### config.mk
export PLATFORM = sky130hd
export DESIGN_NAME = stack_to_register_translator_flat
export DESIGN_NICKNAME = d
export VERILOG_FILES = /design/src/rtl/s2r_pkg.sv /design/src/rtl/s2r_ifs.sv /design/src/rtl/stack_to_register_translator.sv /design/src/flat_wrapper.sv
export SDC_FILE = /design/constraint.sdc
export NUM_CORES = 2
export LEC_CHECK = 0
export BUFFER_PORTS_ARGS = -buffer_cell sky130_fd_sc_hd__buf_2
export CAP_MARGIN = 20
export CORE_ASPECT_RATIO = 1.25
export CORE_MARGIN = 2
export CORE_UTILIZATION = 28
export DETAILED_ROUTE_END_ITERATION = 6
export PLACE_DENSITY = 0.46
export SYNTH_ARGS = -nofsm -noshare
export SYNTH_HDL_FRONTEND = slang
export SYNTH_SLANG_ARGS = --single-unit
### constraint.sdc
create_clock -name clk -period 9.5 [get_ports clk]
set_clock_uncertainty 0.1 [all_clocks]
set_input_delay 0.475 -clock clk [delete_from_list [all_inputs] [get_ports clk]]
set_output_delay 0.475 -clock clk [all_outputs]
set_load 0.005 [all_outputs]
### src/rtl/s2r_pkg.sv
// Shared types and constants for the stack-to-register translator.
// Used by the channel interfaces and by the top level; depends on nothing.
package s2r_pkg;

  // Fixed payload widths of the channels.
  localparam int CMD_W = 3;
  localparam int OPND_W = 32;
  localparam int OP_W = 3;
  localparam int REG_W = 16;

  // Default configuration of the translator.
  localparam int DEF_STACK_DEPTH = 64;
  localparam int DEF_VREG_BITS = 16;

  // Argument slot that a get-arg at the start of a body reads.
  localparam int GET_ARG_INDEX = 2;

  // Bytecode commands.
  typedef enum logic [CMD_W-1:0] {
    CMD_LOAD_LOCAL  = 3'd0,
    CMD_LOAD_GLOBAL = 3'd1,
    CMD_MAKE_LAMBDA = 3'd2,
    CMD_CALL        = 3'd3,
    CMD_RETURN      = 3'd4,
    CMD_MAKE_THUNK  = 3'd5,
    CMD_BEGIN       = 3'd6
  } cmd_t;

  // IR operations.
  typedef enum logic [OP_W-1:0] {
    OP_GET_ARG     = 3'd0,
    OP_LOAD_LOCAL  = 3'd1,
    OP_LOAD_GLOBAL = 3'd2,
    OP_MOVE_IMM    = 3'd3,
    OP_MAKE_LAMBDA = 3'd4,
    OP_MAKE_THUNK  = 3'd5,
    OP_APPLY       = 3'd6,
    OP_RETURN      = 3'd7
  } ir_op_t;

endpackage

### src/rtl/s2r_ifs.sv
// Valid/ready channel interfaces for bytecodes in and IR instructions out.
// Depends on s2r_pkg for the payload widths.
interface s2r_in_if;
  logic                         valid;
  logic                         ready;
  logic [s2r_pkg::CMD_W-1:0]    cmd;
  logic [s2r_pkg::OPND_W-1:0]   operand;

  modport source (output valid, cmd, operand, input ready);
  modport sink (input valid, cmd, operand, output ready);
endinterface

interface s2r_out_if;
  logic                         valid;
  logic                         ready;
  logic [s2r_pkg::OP_W-1:0]     ir_op;
  logic [s2r_pkg::REG_W-1:0]    dest_reg;
  logic                         dest_valid;
  logic [s2r_pkg::REG_W-1:0]    source_a;
  logic [s2r_pkg::REG_W-1:0]    source_b;
  logic [s2r_pkg::OPND_W-1:0]   immediate;
  logic                         last;
  logic                         error;

  modport source (output valid, ir_op, dest_reg, dest_valid, source_a, source_b,
                  immediate, last, error, input ready);
  modport sink (input valid, ir_op, dest_reg, dest_valid, source_a, source_b,
                immediate, last, error, output ready);
endinterface

### src/rtl/stack_to_register_translator.sv
// Stack-to-register translator top level: decode, register stack memory and
// output stage. Depends on s2r_pkg and the channel interfaces in s2r_ifs.sv.
//
//   channel    direction  payload                                      transfer
//   bytecode   in         cmd, operand                                 valid & ready
//   ir         out        ir_op, dest_reg, dest_valid, source_a,       valid & ready
//                         source_b, immediate, last, error
//
// A bytecode is decoded in the cycle it transfers; stack reads and the push
// go to the stack memory at that edge, and the read data is registered.
// Two register stages follow (decoded item, output beat), and an item shows on
// the ir channel from the output stage. One item per cycle is taken when the ir
// channel does not stall and each yields one IR instruction; make-lambda and
// make-thunk yield two and occupy the output stage for both beats. Synchronous
// reset clears the counters and both stages; the stack memory is not cleared.
// A stalled ir channel fills the output stage and then the decoded stage
// before the bytecode channel stalls.
module stack_to_register_translator #(
  parameter int STACK_DEPTH = s2r_pkg::DEF_STACK_DEPTH,
  parameter int VREG_BITS = s2r_pkg::DEF_VREG_BITS
) (
  input  logic              clk,
  input  logic              rst,
  s2r_in_if.sink            bytecode,
  s2r_out_if.source         ir
);

  localparam int AW = (STACK_DEPTH > 2) ? $clog2(STACK_DEPTH) : 1;
  localparam int DW = $clog2(STACK_DEPTH + 1);

  typedef logic [VREG_BITS-1:0] vreg_t;

  // One decoded item, as it travels through the two stages.
  typedef struct packed {
    s2r_pkg::ir_op_t             op;
    logic                        two;
    logic                        err;
    logic                        dest_valid;
    vreg_t                       dest;
    vreg_t                       tmp;
    vreg_t                       src_a;
    vreg_t                       src_b;
    logic [s2r_pkg::OPND_W-1:0]  imm;
    logic                        a_mem;
    logic                        b_mem;
  } item_t;

  // Control state.
  logic [DW-1:0] depth, depth_next;
  vreg_t         next_vreg, next_vreg_next;
  vreg_t         env_reg, env_reg_next;

  // Stage registers.
  logic   a_valid, b_valid, b_beat;
  item_t  a_item, b_item;
  item_t  dec_item, mov_item;
  logic   dec_emits;

  // Stack memory and its ports.
  vreg_t         stack_mem [STACK_DEPTH];
  vreg_t         rd_top, rd_below;
  logic          wr_en;
  logic [AW-1:0] wr_addr;
  vreg_t         wr_data;
  logic [DW-1:0] depth_m1, depth_m2;

  logic in_xfer, out_xfer, b_done, move;

  assign depth_m1 = depth - DW'(1);
  assign depth_m2 = depth - DW'(2);

  // Handshake between the stages.
  assign out_xfer = ir.valid && ir.ready;
  assign b_done = out_xfer && (!b_item.two || b_beat);
  assign move = a_valid && (!b_valid || b_done);
  assign bytecode.ready = !a_valid || move;
  assign in_xfer = bytecode.valid && bytecode.ready;

  // Decode of the incoming bytecode against the current stack and counter.
  always_comb begin
    dec_item = '0;
    dec_emits = 1'b1;
    depth_next = depth;
    next_vreg_next = next_vreg;
    env_reg_next = env_reg;
    wr_en = 1'b0;
    wr_addr = depth[AW-1:0];
    wr_data = next_vreg;
    case (bytecode.cmd)
      s2r_pkg::CMD_BEGIN: begin
        depth_next = '0;
        env_reg_next = '0;
        next_vreg_next = vreg_t'(1);
        dec_item.op = s2r_pkg::OP_GET_ARG;
        dec_item.dest_valid = 1'b1;
        dec_item.src_a = vreg_t'(s2r_pkg::GET_ARG_INDEX);
      end
      s2r_pkg::CMD_LOAD_LOCAL, s2r_pkg::CMD_LOAD_GLOBAL: begin
        if (depth >= DW'(STACK_DEPTH)) begin
          dec_item.err = 1'b1;
        end else begin
          next_vreg_next = next_vreg + vreg_t'(1);
          depth_next = depth + DW'(1);
          wr_en = 1'b1;
          dec_item.dest_valid = 1'b1;
          dec_item.dest = next_vreg;
          dec_item.imm = bytecode.operand;
          if (bytecode.cmd == s2r_pkg::CMD_LOAD_LOCAL) begin
            dec_item.op = s2r_pkg::OP_LOAD_LOCAL;
            dec_item.src_a = env_reg;
          end else begin
            dec_item.op = s2r_pkg::OP_LOAD_GLOBAL;
          end
        end
      end
      s2r_pkg::CMD_MAKE_LAMBDA, s2r_pkg::CMD_MAKE_THUNK: begin
        if (depth >= DW'(STACK_DEPTH)) begin
          dec_item.err = 1'b1;
        end else begin
          next_vreg_next = next_vreg + vreg_t'(2);
          depth_next = depth + DW'(1);
          wr_en = 1'b1;
          dec_item.two = 1'b1;
          dec_item.dest_valid = 1'b1;
          dec_item.dest = next_vreg;
          dec_item.tmp = next_vreg + vreg_t'(1);
          dec_item.src_a = next_vreg + vreg_t'(1);
          dec_item.src_b = env_reg;
          dec_item.imm = bytecode.operand;
          dec_item.op = (bytecode.cmd == s2r_pkg::CMD_MAKE_LAMBDA) ?
                        s2r_pkg::OP_MAKE_LAMBDA : s2r_pkg::OP_MAKE_THUNK;
        end
      end
      s2r_pkg::CMD_CALL: begin
        if (depth < DW'(2)) begin
          dec_item.err = 1'b1;
        end else begin
          // Pop two, push the result into the lower of the two slots.
          next_vreg_next = next_vreg + vreg_t'(1);
          depth_next = depth_m1;
          wr_en = 1'b1;
          wr_addr = depth_m2[AW-1:0];
          dec_item.op = s2r_pkg::OP_APPLY;
          dec_item.dest_valid = 1'b1;
          dec_item.dest = next_vreg;
          dec_item.a_mem = 1'b1;
          dec_item.b_mem = 1'b1;
        end
      end
      s2r_pkg::CMD_RETURN: begin
        if (depth == '0) begin
          dec_item.err = 1'b1;
        end else begin
          depth_next = depth_m1;
          dec_item.op = s2r_pkg::OP_RETURN;
          dec_item.a_mem = 1'b1;
        end
      end
      default: begin
        dec_emits = 1'b0;
      end
    endcase
  end

  // Stack memory: one write port, two registered read ports.
  always_ff @(posedge clk) begin
    if (in_xfer && wr_en) begin
      stack_mem[wr_addr] <= wr_data;
    end
    if (in_xfer) begin
      rd_top <= stack_mem[depth_m1[AW-1:0]];
      rd_below <= stack_mem[depth_m2[AW-1:0]];
    end
  end

  // Fold the read data into the item as it leaves the decoded stage.
  always_comb begin
    mov_item = a_item;
    if (a_item.a_mem) begin
      mov_item.src_a = rd_top;
    end
    if (a_item.b_mem) begin
      mov_item.src_b = rd_below;
    end
  end

  // Control state and stage payloads.
  always_ff @(posedge clk) begin
    if (rst) begin
      depth <= '0;
      next_vreg <= '0;
      env_reg <= '0;
      a_valid <= 1'b0;
      b_valid <= 1'b0;
      b_beat <= 1'b0;
    end else begin
      if (in_xfer) begin
        depth <= depth_next;
        next_vreg <= next_vreg_next;
        env_reg <= env_reg_next;
      end
      if (in_xfer && dec_emits) begin
        a_valid <= 1'b1;
      end else if (move) begin
        a_valid <= 1'b0;
      end
      if (move) begin
        b_valid <= 1'b1;
        b_beat <= 1'b0;
      end else if (b_done) begin
        b_valid <= 1'b0;
      end else if (out_xfer) begin
        b_beat <= 1'b1;
      end
    end
  end

  always_ff @(posedge clk) begin
    if (in_xfer) begin
      a_item <= dec_item;
    end
    if (move) begin
      b_item <= mov_item;
    end
  end

  // Output beat: the move-immediate first for two-instruction items.
  always_comb begin
    ir.valid = b_valid;
    ir.error = b_item.err;
    if (b_item.two && !b_beat) begin
      ir.ir_op = s2r_pkg::OP_MOVE_IMM;
      ir.dest_reg = s2r_pkg::REG_W'(b_item.tmp);
      ir.dest_valid = 1'b1;
      ir.source_a = '0;
      ir.source_b = '0;
      ir.immediate = b_item.imm;
      ir.last = 1'b0;
    end else begin
      ir.ir_op = b_item.op;
      ir.dest_reg = s2r_pkg::REG_W'(b_item.dest);
      ir.dest_valid = b_item.dest_valid;
      ir.source_a = s2r_pkg::REG_W'(b_item.src_a);
      ir.source_b = s2r_pkg::REG_W'(b_item.src_b);
      ir.immediate = b_item.two ? '0 : b_item.imm;
      ir.last = 1'b1;
    end
  end

  // The stack count never passes the memory depth.
  assert property (@(posedge clk) disable iff (rst) depth <= DW'(STACK_DEPTH))
    else $error("stack depth beyond memory size");

  // A transfer without last is followed at once by the rest of the item.
  assert property (@(posedge clk) disable iff (rst) out_xfer && !ir.last |=> ir.valid)
    else $error("second instruction of an item missing");

  // A dropped item is a single beat with no destination.
  assert property (@(posedge clk) disable iff (rst)
      ir.valid && ir.error |-> ir.last && !ir.dest_valid)
    else $error("error beat malformed");

  // A begin clears the stack and hands out register zero to the environment.
  assert property (@(posedge clk) disable iff (rst)
      in_xfer && bytecode.cmd == s2r_pkg::CMD_BEGIN
      |=> depth == '0 && next_vreg == vreg_t'(1) && env_reg == '0)
    else $error("begin did not reset the translator state");

endmodule
### src/flat_wrapper.sv
// flat-port wrapper written by rule: the top's interface ports become plain ports
module stack_to_register_translator_flat 
#(
  parameter int STACK_DEPTH = s2r_pkg::DEF_STACK_DEPTH,
  parameter int VREG_BITS = s2r_pkg::DEF_VREG_BITS
)
  (clk, rst, bytecode_valid, bytecode_cmd, bytecode_operand, bytecode_ready, ir_valid, ir_ir_op, ir_dest_reg, ir_dest_valid, ir_source_a, ir_source_b, ir_immediate, ir_last, ir_error, ir_ready);
  s2r_in_if bytecode_i ();
  s2r_out_if ir_i ();
  input  logic clk;
  input  logic rst;
  input wire logic [$bits(bytecode_i.valid)-1:0] bytecode_valid;
  input wire logic [$bits(bytecode_i.cmd)-1:0] bytecode_cmd;
  input wire logic [$bits(bytecode_i.operand)-1:0] bytecode_operand;
  output wire logic [$bits(bytecode_i.ready)-1:0] bytecode_ready;
  output wire logic [$bits(ir_i.valid)-1:0] ir_valid;
  output wire logic [$bits(ir_i.ir_op)-1:0] ir_ir_op;
  output wire logic [$bits(ir_i.dest_reg)-1:0] ir_dest_reg;
  output wire logic [$bits(ir_i.dest_valid)-1:0] ir_dest_valid;
  output wire logic [$bits(ir_i.source_a)-1:0] ir_source_a;
  output wire logic [$bits(ir_i.source_b)-1:0] ir_source_b;
  output wire logic [$bits(ir_i.immediate)-1:0] ir_immediate;
  output wire logic [$bits(ir_i.last)-1:0] ir_last;
  output wire logic [$bits(ir_i.error)-1:0] ir_error;
  input wire logic [$bits(ir_i.ready)-1:0] ir_ready;
  assign bytecode_i.valid = bytecode_valid;
  assign bytecode_i.cmd = bytecode_cmd;
  assign bytecode_i.operand = bytecode_operand;
  assign bytecode_ready = bytecode_i.ready;
  assign ir_valid = ir_i.valid;
  assign ir_ir_op = ir_i.ir_op;
  assign ir_dest_reg = ir_i.dest_reg;
  assign ir_dest_valid = ir_i.dest_valid;
  assign ir_source_a = ir_i.source_a;
  assign ir_source_b = ir_i.source_b;
  assign ir_immediate = ir_i.immediate;
  assign ir_last = ir_i.last;
  assign ir_error = ir_i.error;
  assign ir_i.ready = ir_ready;
  stack_to_register_translator #(.STACK_DEPTH(STACK_DEPTH), .VREG_BITS(VREG_BITS)) u_core (.clk(clk), .rst(rst), .bytecode(bytecode_i), .ir(ir_i));
endmodule
==> run metrics <==
crit path launch type register; Post-Synthesis Cell Area approximately 58000 um^2; register bit total from synthesis between 1000 and 1500; r2r startpoint u_core.depth[1]; final count of hold timing violations 0; Final Util roughly 33%; Area growth, synth to finish 15.53%; effective utilization at floorplan between 20 and 30%; flop2flop setup slack approximately 3.6 ns; Port Buf Inserts ~130; crit-path max cell delay about 1.3 ns; worst-path fanout max 49; Maximum Capacitance Violations 0; Post-route DRC 0; post-route ant nets 0; CTS sink cnt around 1300; arrival time at the worst endpoint just over 6 ns; layout cells sized above 1 ~33%; H-Tree Depth 4; RSZ-0062 raised after global routing false; Seq/Total Area, Yosys between 60% and 70%; design area ~67000 um^2; Top delay family on crit path simple AND/OR/NAND/NOR gates; DR WL/cell about 30 um; Pleak ~0.019 uW; Worst Reg-to-Reg Cells 9; clk_lat worst skew ~0.78 ns; total grt overflow 0; Critical Path End Type register; DRT Wirelength ~190000 um; CTS tree yes; drt first pass iters 6; gp weighted congestion approximately 0.84; largest net degree at the start of global routing around 140; cells along the critical path inv_2, buf_4, ha_1, or4b_1, o21ai_4, inv_2, o31ai_1, nand4_1, nor2_2; Total GRT Usage between 15 and 20%; Die Wd just over 400 um; syn avg cell area around 18 um^2; pwr/cell area between 200 and 250 nW/um^2; Top FF cell, synth edfxtp_1; CTS buffer count around 140; Hold Crit Depth 2; Final nets ~3400; min cycle time layout between 5 and 6 ns; net count after synthesis 3194; core area 205500 um^2; Critical Setup Path Class register to register; count of cell types in the netlist between 70 and 80; status complete, no violations; fmax approximately 0.17 GHz; Tcrit/Tclk final between 60 and 70%; Post-Syn Instances roughly 3100; WP data required 9.79 ns; worst min path class input pin to register; DP HPWL 122100 um; Crit Reg-Reg Endpoint u_core.stack_mem[51][0]; vias in the first global route ~32000; number of placed I/O pins ~130; VDD IR-drop max between 0.0002 and 0.00025 V; root buf cell clkbuf_16; hold_sp rst; number of synthesized flops with an enable pin between 1000 and 1500; actual slew at the worst max-slew pin 1.204 ns; Clock transition at path regs roughly 0.070 ns; Hold Path End u_core.ir.valid; Async S/R FF share, synth 0%; Starting DRT DRC Count 3589; # rows around 190; crit path from u_core.depth[1]; most used cell, CP inv_2; initial antenna violation count 12; CTS max path bufs 3; buffers and inverters on the worst path 3; Slew Viols, Final 0; Die Ht around 510 um; final hold slack 0.1081 ns; Crit-path slowest cell nor2_2; die footprint between 200000 and 250000 um^2; Placed Area roughly 62000 um^2; vias per cell roughly 5.2; synthesis warning total 0; vias about 32000; Setup Viol. Count Final 0; setup total negative slack 0 ns; first-pass GRT wire length around 260000 um; Rel. slew slack between 15 and 20%
## metrics by stage
stage	cells	total power, uW	setup WS, ns
after detailed placement	5871	8891	3.682
after CTS	6147	14140	3.639
after global placement	5861	8891	3.696
after global routing	6158	14420	3.375
final	6162	13970	3.628
after floorplan	3148	7932	1.030
## metal layers
metal	vias to the layer above	global-route usage, %	wire length (um)
met5	-	0	20
met4	2	6.336	7023
met3	246	2.742	10500
met2	1129	30.05	94280
met1	17374	22.09	73560
li1	13488	-	-
## what timing repair did
item,CTS,global route
gates resized for setup,0,0
hold buffers,34,0
endpoints found under the hold margin,35,0
setup buffers,0,0
## area by class of cell
class	count	area (um^2)
well taps	2726	3411
repair buffers	273	2079
diodes	5	12.51
multi-input cells	1623	19100
clock inverters	71	589.3
flip-flops and latches	1272	37970
clock buffers	171	3684
inverters	21	78.83
fillers	19572	138600
## report_power, final
part,leakage (uW),internal [uW],total [uW],switching [uW]
Sequential,0.0105,6280,6380,99.5
Combinational,0.00631,877,2380,1500
Clock,0.00209,2970,5210,2240
Total,0.0189,10100,14000,3850
## synthesized netlist by cell type, types with 19 or more instances
library cell | n | area (um^2)
edfxtp_1 | 1246 | 37420
a31oi_1 | 23 | 143.9
dfxtp_1 | 26 | 520.5
and2_1 | 131 | 819.5
mux4_2 | 543 | 12230
nor2_1 | 137 | 514.2
nand2_1 | 272 | 1021
a32o_1 | 31 | 310.3
a221oi_1 | 19 | 166.4
nand3_1 | 80 | 400.4
mux2i_1 | 34 | 340.3
buf_2 | 77 | 385.4
mux2_2 | 48 | 540.5
clkbuf_1 | 115 | 431.7
a21oi_1 | 33 | 165.2
## worst max path at each step
| stage | end | cells after the start | slack (ns) |
|---|---|---|---|
| after floorplan | u_core.stack_mem[33][0] | 4 | 1.03 |
| after global placement | u_core.stack_mem[59][10] | 9 | 3.70 |
| after detailed placement | u_core.stack_mem[59][9] | 9 | 3.68 |
| after CTS | u_core.stack_mem[59][3] | 9 | 3.64 |
| after global routing | u_core.stack_mem[51][6] | 9 | 3.37 |
| final | u_core.stack_mem[51][0] | 9 | 3.63 |
## placed cells by master (no fill, tap or decap), types with 9 or more instances in the layout
cell and instances:
buf_2 126, dfxtp_2 15, a221oi_1 19, nand4_1 9, a41o_1 18, nor2_1 75, a21oi_1 31, mux2_2 48
a31oi_1 23, clkbuf_16 143, xnor2_1 10, and2_1 131, o31ai_1 10, a221o_1 16, o21ai_0 14, nand2_1 272
clkinv_2 21, nor3_1 13, edfxtp_1 1246, a32o_1 31, a22oi_1 16, nand3_1 80, dlygate4sd3_1 34, buf_8 11
mux2i_1 34, o211ai_1 16, a22o_1 17, clkbuf_1 28, mux4_2 543, buf_4 90, inv_1 18, clkinv_1 28
nor2_2 69
## logic make-up after synthesis
group	synth area share (%)
AND/OR/NAND/NOR	5.689
AO/OA/AOI/OAI	3.663
XOR/XNOR	0.3456
multiplexers	22.65
flip-flops	65.49
buffers and inverters	2.007
adder cells (fa/ha/maj)	0.1512
## flip-flops by register name (all words and copies together) (netlist names)
register / flops
u_core.b_beat: 1
u_core.b_item: 101
u_core.ir.error: 1
u_core.stack_mem: 1024
u_core.a_valid: 1
u_core.next_vreg: 16
u_core.rd_top: 16
u_core.a_item: 88
u_core.rd_below: 16
u_core.depth: 7
u_core.ir.valid: 1
No activity file was read; power rests on OpenSTA's default activity.
